### config.mk
export PLATFORM = sky130hd
export DESIGN_NAME = csm2d_ctrl
export DESIGN_NICKNAME = d
export VERILOG_FILES = /design/src/hw/rtl/csm2d_pkg.sv /design/src/hw/rtl/csm2d_ctrl.sv
export SDC_FILE = /design/constraint.sdc
export NUM_CORES = 1
export LEC_CHECK = 0
export BUFFER_PORTS_ARGS = -buffer_cell sky130_fd_sc_hd__buf_2
export CAP_MARGIN = 5
export CORE_MARGIN = 4
export CORE_UTILIZATION = 35
export CTS_CLUSTER_SIZE = 8
export DETAILED_ROUTE_END_ITERATION = 8
export GPL_TIMING_DRIVEN = 0
export MAX_ROUTING_LAYER = met4
export SLEW_MARGIN = 0
export SYNTH_ARGS = -nofsm -noshare
export SYNTH_HDL_FRONTEND = slang
export SYNTH_SLANG_ARGS = --single-unit
### constraint.sdc
create_clock -name clock -period 1.3 [get_ports clock]
set_input_delay 0.26 -clock clock [delete_from_list [all_inputs] [get_ports clock]]
set_output_delay 0.26 -clock clock [all_outputs]
set_load 0.02 [all_outputs]
### src/hw/rtl/csm2d_pkg.sv
// ============================================================================
// csm2d_pkg
// Shared types and constants of the 2D cubic spline momentum map.
// ============================================================================
package csm2d_pkg;

   localparam int CELL_W = 6;
   localparam int FRAC_W = 16;
   localparam int MOM_W  = 32;
   localparam int SUM_W  = 64;
   localparam int WSUM_W = 48;
   localparam int REG_W  = 6;
   localparam int W16_W  = 17;

   localparam logic [1:0] CMD_CLEAR   = 2'd0;
   localparam logic [1:0] CMD_DEPOSIT = 2'd1;
   localparam logic [1:0] CMD_READ    = 2'd2;

   localparam logic [1:0] REG_X_LOW  = 2'd0;
   localparam logic [1:0] REG_X_HIGH = 2'd1;
   localparam logic [1:0] REG_Y_LOW  = 2'd2;
   localparam logic [1:0] REG_Y_HIGH = 2'd3;

   typedef struct packed {
      logic [SUM_W-1:0]  mx;
      logic [SUM_W-1:0]  my;
      logic [SUM_W-1:0]  mz;
      logic [WSUM_W-1:0] w;
   } sum_entry_type;

   typedef struct packed {
      logic       load;
      logic       clr_step;
      logic       spl_sq;
      logic       spl_cu;
      logic       spl_num;
      logic       spl_mul;
      logic       spl_cor;
      logic       stn_issue;
      logic [1:0] stn_a;
      logic [1:0] stn_b;
      logic       rd_issue;
      logic       rd_capture;
      logic       div_start;
      logic [1:0] div_sel;
      logic       set_drop;
      logic       rsp_load;
   } csm2d_cmd_type;

   typedef struct packed {
      logic clr_last;
      logic in_region;
      logic rd_in_grid;
      logic div_done;
   } csm2d_status_type;

endpackage

### src/hw/rtl/csm2d_ctrl.sv
// ============================================================================
// csm2d_ctrl
// Controller: sequences clear sweeps, spline steps, the 4x4 stencil, the
// mean divisions and the response handshake.
// ============================================================================
module csm2d_ctrl
   import csm2d_pkg::*;
(
   input  logic              clock,
   input  logic              reset,
   input  logic              req_tvalid,
   output logic              req_tready,
   input  logic [1:0]        req_tuser,
   output logic              rsp_tvalid,
   input  logic              rsp_tready,
   output csm2d_cmd_type     cmd,
   input  csm2d_status_type  status
);

   typedef enum logic [3:0] {
      ST_CLEAR, ST_IDLE, ST_CHECK, ST_SQ, ST_CU, ST_NUM, ST_MUL, ST_COR,
      ST_STN, ST_DRAIN, ST_RDCHK, ST_RD1, ST_DIVGO, ST_DIVWAIT, ST_DONE
   } state_type;

   state_type  state_ff;
   logic       clr_rsp_ff, rsp_valid_ff, drain_ff;
   logic [3:0] k_ff;
   logic [1:0] sel_ff;
   logic       accept, out_free;

   assign accept   = (state_ff == ST_IDLE) && req_tvalid;
   assign out_free = !rsp_valid_ff || rsp_tready;

   always_comb begin
      cmd            = '0;
      cmd.load       = accept;
      cmd.clr_step   = (state_ff == ST_CLEAR);
      cmd.spl_sq     = (state_ff == ST_SQ);
      cmd.spl_cu     = (state_ff == ST_CU);
      cmd.spl_num    = (state_ff == ST_NUM);
      cmd.spl_mul    = (state_ff == ST_MUL);
      cmd.spl_cor    = (state_ff == ST_COR);
      cmd.stn_issue  = (state_ff == ST_STN);
      cmd.stn_a      = k_ff[3:2];
      cmd.stn_b      = k_ff[1:0];
      cmd.rd_issue   = (state_ff == ST_RDCHK) && status.rd_in_grid;
      cmd.rd_capture = (state_ff == ST_RD1);
      cmd.div_start  = (state_ff == ST_DIVGO);
      cmd.div_sel    = sel_ff;
      cmd.set_drop   = (state_ff == ST_CHECK) && !status.in_region;
      cmd.rsp_load   = (state_ff == ST_DONE) && out_free;
   end

   always_ff @(posedge clock) begin
      if (reset) begin
         state_ff     <= ST_CLEAR;
         clr_rsp_ff   <= 1'b0;
         rsp_valid_ff <= 1'b0;
         drain_ff     <= 1'b0;
         k_ff         <= '0;
         sel_ff       <= '0;
      end else begin
         if (cmd.rsp_load) begin
            rsp_valid_ff <= 1'b1;
         end else if (rsp_tready) begin
            rsp_valid_ff <= 1'b0;
         end
         unique case (state_ff)
            ST_CLEAR: begin
               if (status.clr_last) begin
                  state_ff <= clr_rsp_ff ? ST_DONE : ST_IDLE;
               end
            end
            ST_IDLE: begin
               if (accept) begin
                  case (req_tuser)
                     CMD_CLEAR: begin
                        clr_rsp_ff <= 1'b1;
                        state_ff   <= ST_CLEAR;
                     end
                     CMD_DEPOSIT: state_ff <= ST_CHECK;
                     CMD_READ:    state_ff <= ST_RDCHK;
                     default:     state_ff <= ST_DONE;
                  endcase
               end
            end
            ST_CHECK: state_ff <= status.in_region ? ST_SQ : ST_DONE;
            ST_SQ:    state_ff <= ST_CU;
            ST_CU:    state_ff <= ST_NUM;
            ST_NUM:   state_ff <= ST_MUL;
            ST_MUL:   state_ff <= ST_COR;
            ST_COR: begin
               k_ff     <= '0;
               state_ff <= ST_STN;
            end
            ST_STN: begin
               k_ff <= k_ff + 4'd1;
               if (k_ff == 4'd15) begin
                  drain_ff <= 1'b0;
                  state_ff <= ST_DRAIN;
               end
            end
            ST_DRAIN: begin
               // The drain lets the last stencil write reach the store.
               drain_ff <= 1'b1;
               if (drain_ff) begin
                  state_ff <= ST_DONE;
               end
            end
            ST_RDCHK: state_ff <= status.rd_in_grid ? ST_RD1 : ST_DONE;
            ST_RD1: begin
               sel_ff   <= '0;
               state_ff <= ST_DIVGO;
            end
            ST_DIVGO: state_ff <= ST_DIVWAIT;
            ST_DIVWAIT: begin
               if (status.div_done) begin
                  if (sel_ff == 2'd2) begin
                     state_ff <= ST_DONE;
                  end else begin
                     sel_ff   <= sel_ff + 2'd1;
                     state_ff <= ST_DIVGO;
                  end
               end
            end
            ST_DONE: begin
               if (out_free) begin
                  clr_rsp_ff <= 1'b0;
                  state_ff   <= ST_IDLE;
               end
            end
            default: state_ff <= ST_IDLE;
         endcase
      end
   end

   assign req_tready = (state_ff == ST_IDLE);
   assign rsp_tvalid = rsp_valid_ff;

endmodule

---- Word level (Yosys, flattened, before mapping) ----
Cells that the tools add are included.
storage, ports and cells
  flip-flop bits (word level) ............. 13
  bits of input ports ..................... 10
  logic and storage cells ................. 76
cells by class
  add/subtract/negate cells ............... 2
  equal/unequal tests ..................... 26
  mux-type cells .......................... 24
  reductions and logical operators ........ 18
operators by type and width
  cell                   count
  $pmux W4 S15           1
  $eq A4 B4 Y1 const B   8
  $mux W4                8
  $eq A4 B3 Y1 const B   4
  $pmux W4 S3            1
  $reduce_bool A2 Y1     5
  $eq A4 B2 Y1 const B   2
  $ne A2 B1 Y1 const B   4
  $ne A2 B2 Y1 const B   4
  $pmux W4 S2            1
  $mux W1                6
  $mux W2                3
  $reduce_and A6 Y1      1
  $add A4 B1 Y4 const B  1
  $eq A2 B2 Y1 const B   2
  $eq A4 B1 Y1 const B   1
  $logic_and A1 B1 Y1    4
  $logic_not A4 Y1       1
  $pmux W1 S2            2
  $pmux W2 S2            1
  $reduce_and A4 Y1      1
  $mux W3                1
  $reduce_and A3 Y1      1
  $add A2 B1 Y2 const B  1
  5 further kinds        6

---- Logic depth before layout (Yosys ltp) ----
  depth in word-level cells ............... 4
  depth in mapped cells ................... 6

---- Worst setup path before layout ----
No wires, ideal clock.
  path kind ............................... flip-flop to output port
  start point ............................. reg state_ff[3]
  end point ............................... out cmd[1] (netlist name)
  arrival ................................. 1,378 ps
  path slack .............................. -338 ps
  stages on the path, launching flop included .. 4
  buffers on the path ..................... 2
  path through ............................ dfxtp_1 -> buf_4 -> clkbuf_1 -> nor4_1
RTL lines
  element                 RTL line           text
  from (decl)             csm2d_ctrl.sv:25   state_type state_ff;
  from (signal assigned)  csm2d_ctrl.sv:71   state_ff <= clr_rsp_ff ? ST_DONE : ST_IDLE;
  from (signal assigned)  csm2d_ctrl.sv:87   ST_CHECK: state_ff <= status.in_region ? ST_SQ : ST_DONE;
  from (signal assigned)  csm2d_ctrl.sv:110  ST_RDCHK: state_ff <= status.rd_in_grid ? ST_RD1 : ST_DONE;
  to (decl)               csm2d_ctrl.sv:16   output csm2d_cmd_type cmd,

==> results by group <==
Synth
  – Area of the mapped netlist: 0.00101 mm^2
  – Number of flip-flops and latches in the synthesized netlist: 13
  – Synth area leaders: dfxtp_1 (26%), a21oi_1 (7.4%), nor2_1 (7.4%)
  – Instance count of the mapped netlist: 129
  – Post-synthesis net count: 141
  – Top_reg_cell synth: dfxtp_1
  – Synth warnings: 0
  – Fraction of post-synthesis cell area in the top cell type by area: 25.7%
  – Share of synthesized flip-flops with an asynchronous set or reset: 0%
  – Unique cell type count in the Yosys netlist: 50
  – EDFF count, synth: 0
  – Sequential cell area fraction in the yosys report: 25.7%
  – Cell taking the most area after synthesis: dfxtp_1
  – Mean instance size in the synthesized netlist: 7.84 um^2

Clock tree
  – Number of hold-repair buffers added at the cts stage: 0
  – Clock root cell: clkbuf_4
  – TritonCTS clock tree: yes
  – Clock insertion delay at the later pin of the skew report: 0.27 ns
  – Clock sink total: 13
  – Maximum number of buffers from clock root to sink: 2
  – TritonCTS buffer count: 3
  – Htree depth: 1
  – CTS clock-pin slew for the worst setup and hold paths: 0.08 ns

STA
  – Number of hold violations in the final report: 0
  – Worst-case clock skew: 0.00728 ns
  – Post-route minimum period: 1.66 ns
  – Unrepaired setup endpoints after global routing: true
  – Final count of negative-setup-slack endpoints: 24
  – Post-route worst hold slack: 0.252 ns
  – Max Transition Viols Final: 0
  – Final setup slack of the worst path: -0.365 ns
  – Worst slew margin relative to its limit: 66.2%
  – Worst Max-Slew Pin Slew: 0.507 ns
  – Max Freq: 601 MHz
  – Portion of the clock cycle consumed by the worst path in the final layout: 128%
  – Sum of negative setup slack: -6.18 ns

Worst setup path
  – Depth of the most critical reg-to-reg path: 6
  – Element type at the critical path end: output port
  – CP required: 1.04 ns
  – Startpoint-to-endpoint class of the critical path: reg2out
  – Worst Path Arrival: 1.40 ns
  – Max FO, Critical Path: 6
  – Kind of launch point of the worst setup path: register

Status
  – Failing checks: negative setup slack
  – Status: finished, violations left

Floorplanning
  – Std-Cell Rows: 19
  – Die area: 0.00381 mm^2
  – Core area: 0.00276 mm^2
  – Die width: 61.7 um
  – Number of primary I/O pins: 31
  – Effective utilization at floorplan: 36.7%
  – Vert. Die Dim: 61.7 um

Finish
  – Area taken by multi-input logic gates: 898 um^2
  – Area occupied by registers: 285 um^2
  – Fillcell total: 219
  – Area growth from synthesis to layout: 82.3%
  – # diodes: 0
  – Final cell area excluding filler cells: 0.00184 mm^2
  – Layout cells sized above 1: 64.7%
  – Non-filler instance count after layout: 218
  – Net count reported at finish: 200

Placement
  – Setup slack after placement: -0.326 ns
  – Port Buffer Count: 30
  – Placed wire-length estimate: 2160 um
  – Weighted congestion at the end of routability-driven global placement: 0.820
  – Post-place instance area: 0.00128 mm^2
  – Count of placed standard cells including taps: 190

Routing
  – Remaining antenna violation count: 0
  – Wire length per cell: 15.8 um
  – Count of unresolved DRC violations after routing: 0
  – DRC violation total after the first TritonRoute iteration: 34
  – Detailed-routing iteration count for the pre-antenna-repair pass: 4
  – Via density per instance: 5.72
  – Final Routed Wirelength: 3450 um
  – Via Count: 1247

GRT
  – First-pass GRT wire length: 4710 um
  – Pin count of the biggest net entering global routing: 11
  – Number of antenna violations at the first check in global routing: 0
  – Global-route congestion overflow total: 0
  – Total track usage: 17.2%
  – Via count of the first global-routing pass: 1094

Power and ir drop
  – Worst ir drop on vdd: 0.00140 V
  – Total power divided by cell area: 1960 mW/mm^2
  – LEAKAGE: 0.000733 uW

Min path
  – Number of cells traversed by the worst hold path: 2
  – Hold WC Path Type: in2reg

Run
  – Number of max-cap violations: 0
==> metal layers <==
layer | vias to the layer above | share of wire (%) | GRT usage (%)
met5 | - | 0 | -
met4 | 0 | 1.2 | 1.82
met3 | 6 | 6.4 | 4.96
met2 | 42 | 52 | 29.1
met1 | 611 | 40 | 20.9
li1 | 588 | - | -
==> critical path: stages (launching register included) <==
cell and delay, ns:
dfxtp_4 0.38, or4b_4 0.58, clkinv_4 0.07, buf_6 0.11
==> cell families (layout without fill, tap and decap cells) <==
kind of cell | count (synthesis) | after routing | share of synthesized area (%)
AO/OA/AOI/OAI | 37 | 37 | 24.9
adder cells (fa/ha/maj) | 2 | 2 | 2.47
buffers and inverters | 13 | 71 | 8.41
flip-flops | 13 | 13 | 25.7
multiplexers | 2 | 2 | 2.10
AND/OR/NAND/NOR | 62 | 62 | 36.4
==> state kept, by name (all words and copies together) (netlist names) <==
signal,cells
clr_rsp_ff,1
drain_ff,1
k_ff,4
rsp_tvalid,1
sel_ff,2
state_ff,4
==> through the flow <==
step	power (uW)	utilization [%]
after global routing	3830	66.8
after CTS	3030	57.5
after global placement	2190	46.4
final	3610	66.8
after detailed placement	2200	46.4
after floorplan	1840	-
==> layout make-up <==
class,instances,share of cell area (%)
clock buffer,4,1.43
timing repair buffer,55,25.5
inverter,5,1.29
multi-input combinational,103,48.7
buffer,7,5.43
tap,31,2.10
sequential,13,15.5
==> where the power goes <==
part / switching (uW) / internal [uW] / leakage (uW) / total (uW)
Combinational: 1370 / 1400 / 0.000607 / 2770
Sequential: 109 / 493 / 0.000111 / 603
Clock: 119 / 119 / 0.0000150 / 238
==> final timing paths <==
check / slack (ns) / end / startpoint
max: -0.36 / cmd[11] / state_ff[2]
min: 0.25 / clr_rsp_ff / reset
max reg2reg: -0.35 / state_ff[2] / state_ff[2]
min reg2reg: 0.48 / sel_ff[1] / sel_ff[1]
==> synth_stat cells (2+ instances only) <==
cell type / count
nand3_1: 3
or3_1: 2
nand2b_1: 3
nand3b_1: 2
a21oi_1: 15
o21ai_0: 4
clkbuf_1: 2
dfxtp_1: 13
buf_4: 2
inv_1: 4
and2b_2: 3
a22oi_1: 2
nand2_1: 6
nor3_1: 6
nor2b_1: 2
ha_1: 2
o31ai_1: 4
nand4b_1: 2
clkbuf_8: 2
nor2_1: 20
==> layout by cell type, fill, tap and decap left out, types with 2 or more instances in the layout <==
master / n
o21ai_0: 3
dfxtp_4: 6
o21ai_1: 2
dfxtp_1: 5
nand2_1: 5
nor3_4: 3
clkbuf_4: 3
nor2_1: 10
nand2b_4: 3
a21oi_1: 11
nor2_2: 4
nand4b_1: 2
nand3_1: 3
o31ai_1: 3
a21oi_2: 4
nor2_4: 6
nor3_2: 2
dfxtp_2: 2
buf_4: 19
nor2b_1: 2
clkbuf_16: 2
clkbuf_1: 2
inv_1: 3
and2b_2: 3
buf_6: 20
buf_12: 2
nor3_1: 2
nand3b_1: 2
buf_2: 16
==> repair_timing <==
| action | CTS | global route |
|---|---|---|
| cloned | 0 | 1 |
| resized for setup | 45 | 43 |
| pin swaps | 12 | 11 |
| setup buffers | 17 | 8 |
| setup endpoints to repair | 25 | 25 |
| endpoints found under the hold margin | 0 | 0 |
Power figures use the tool's default switching activity.
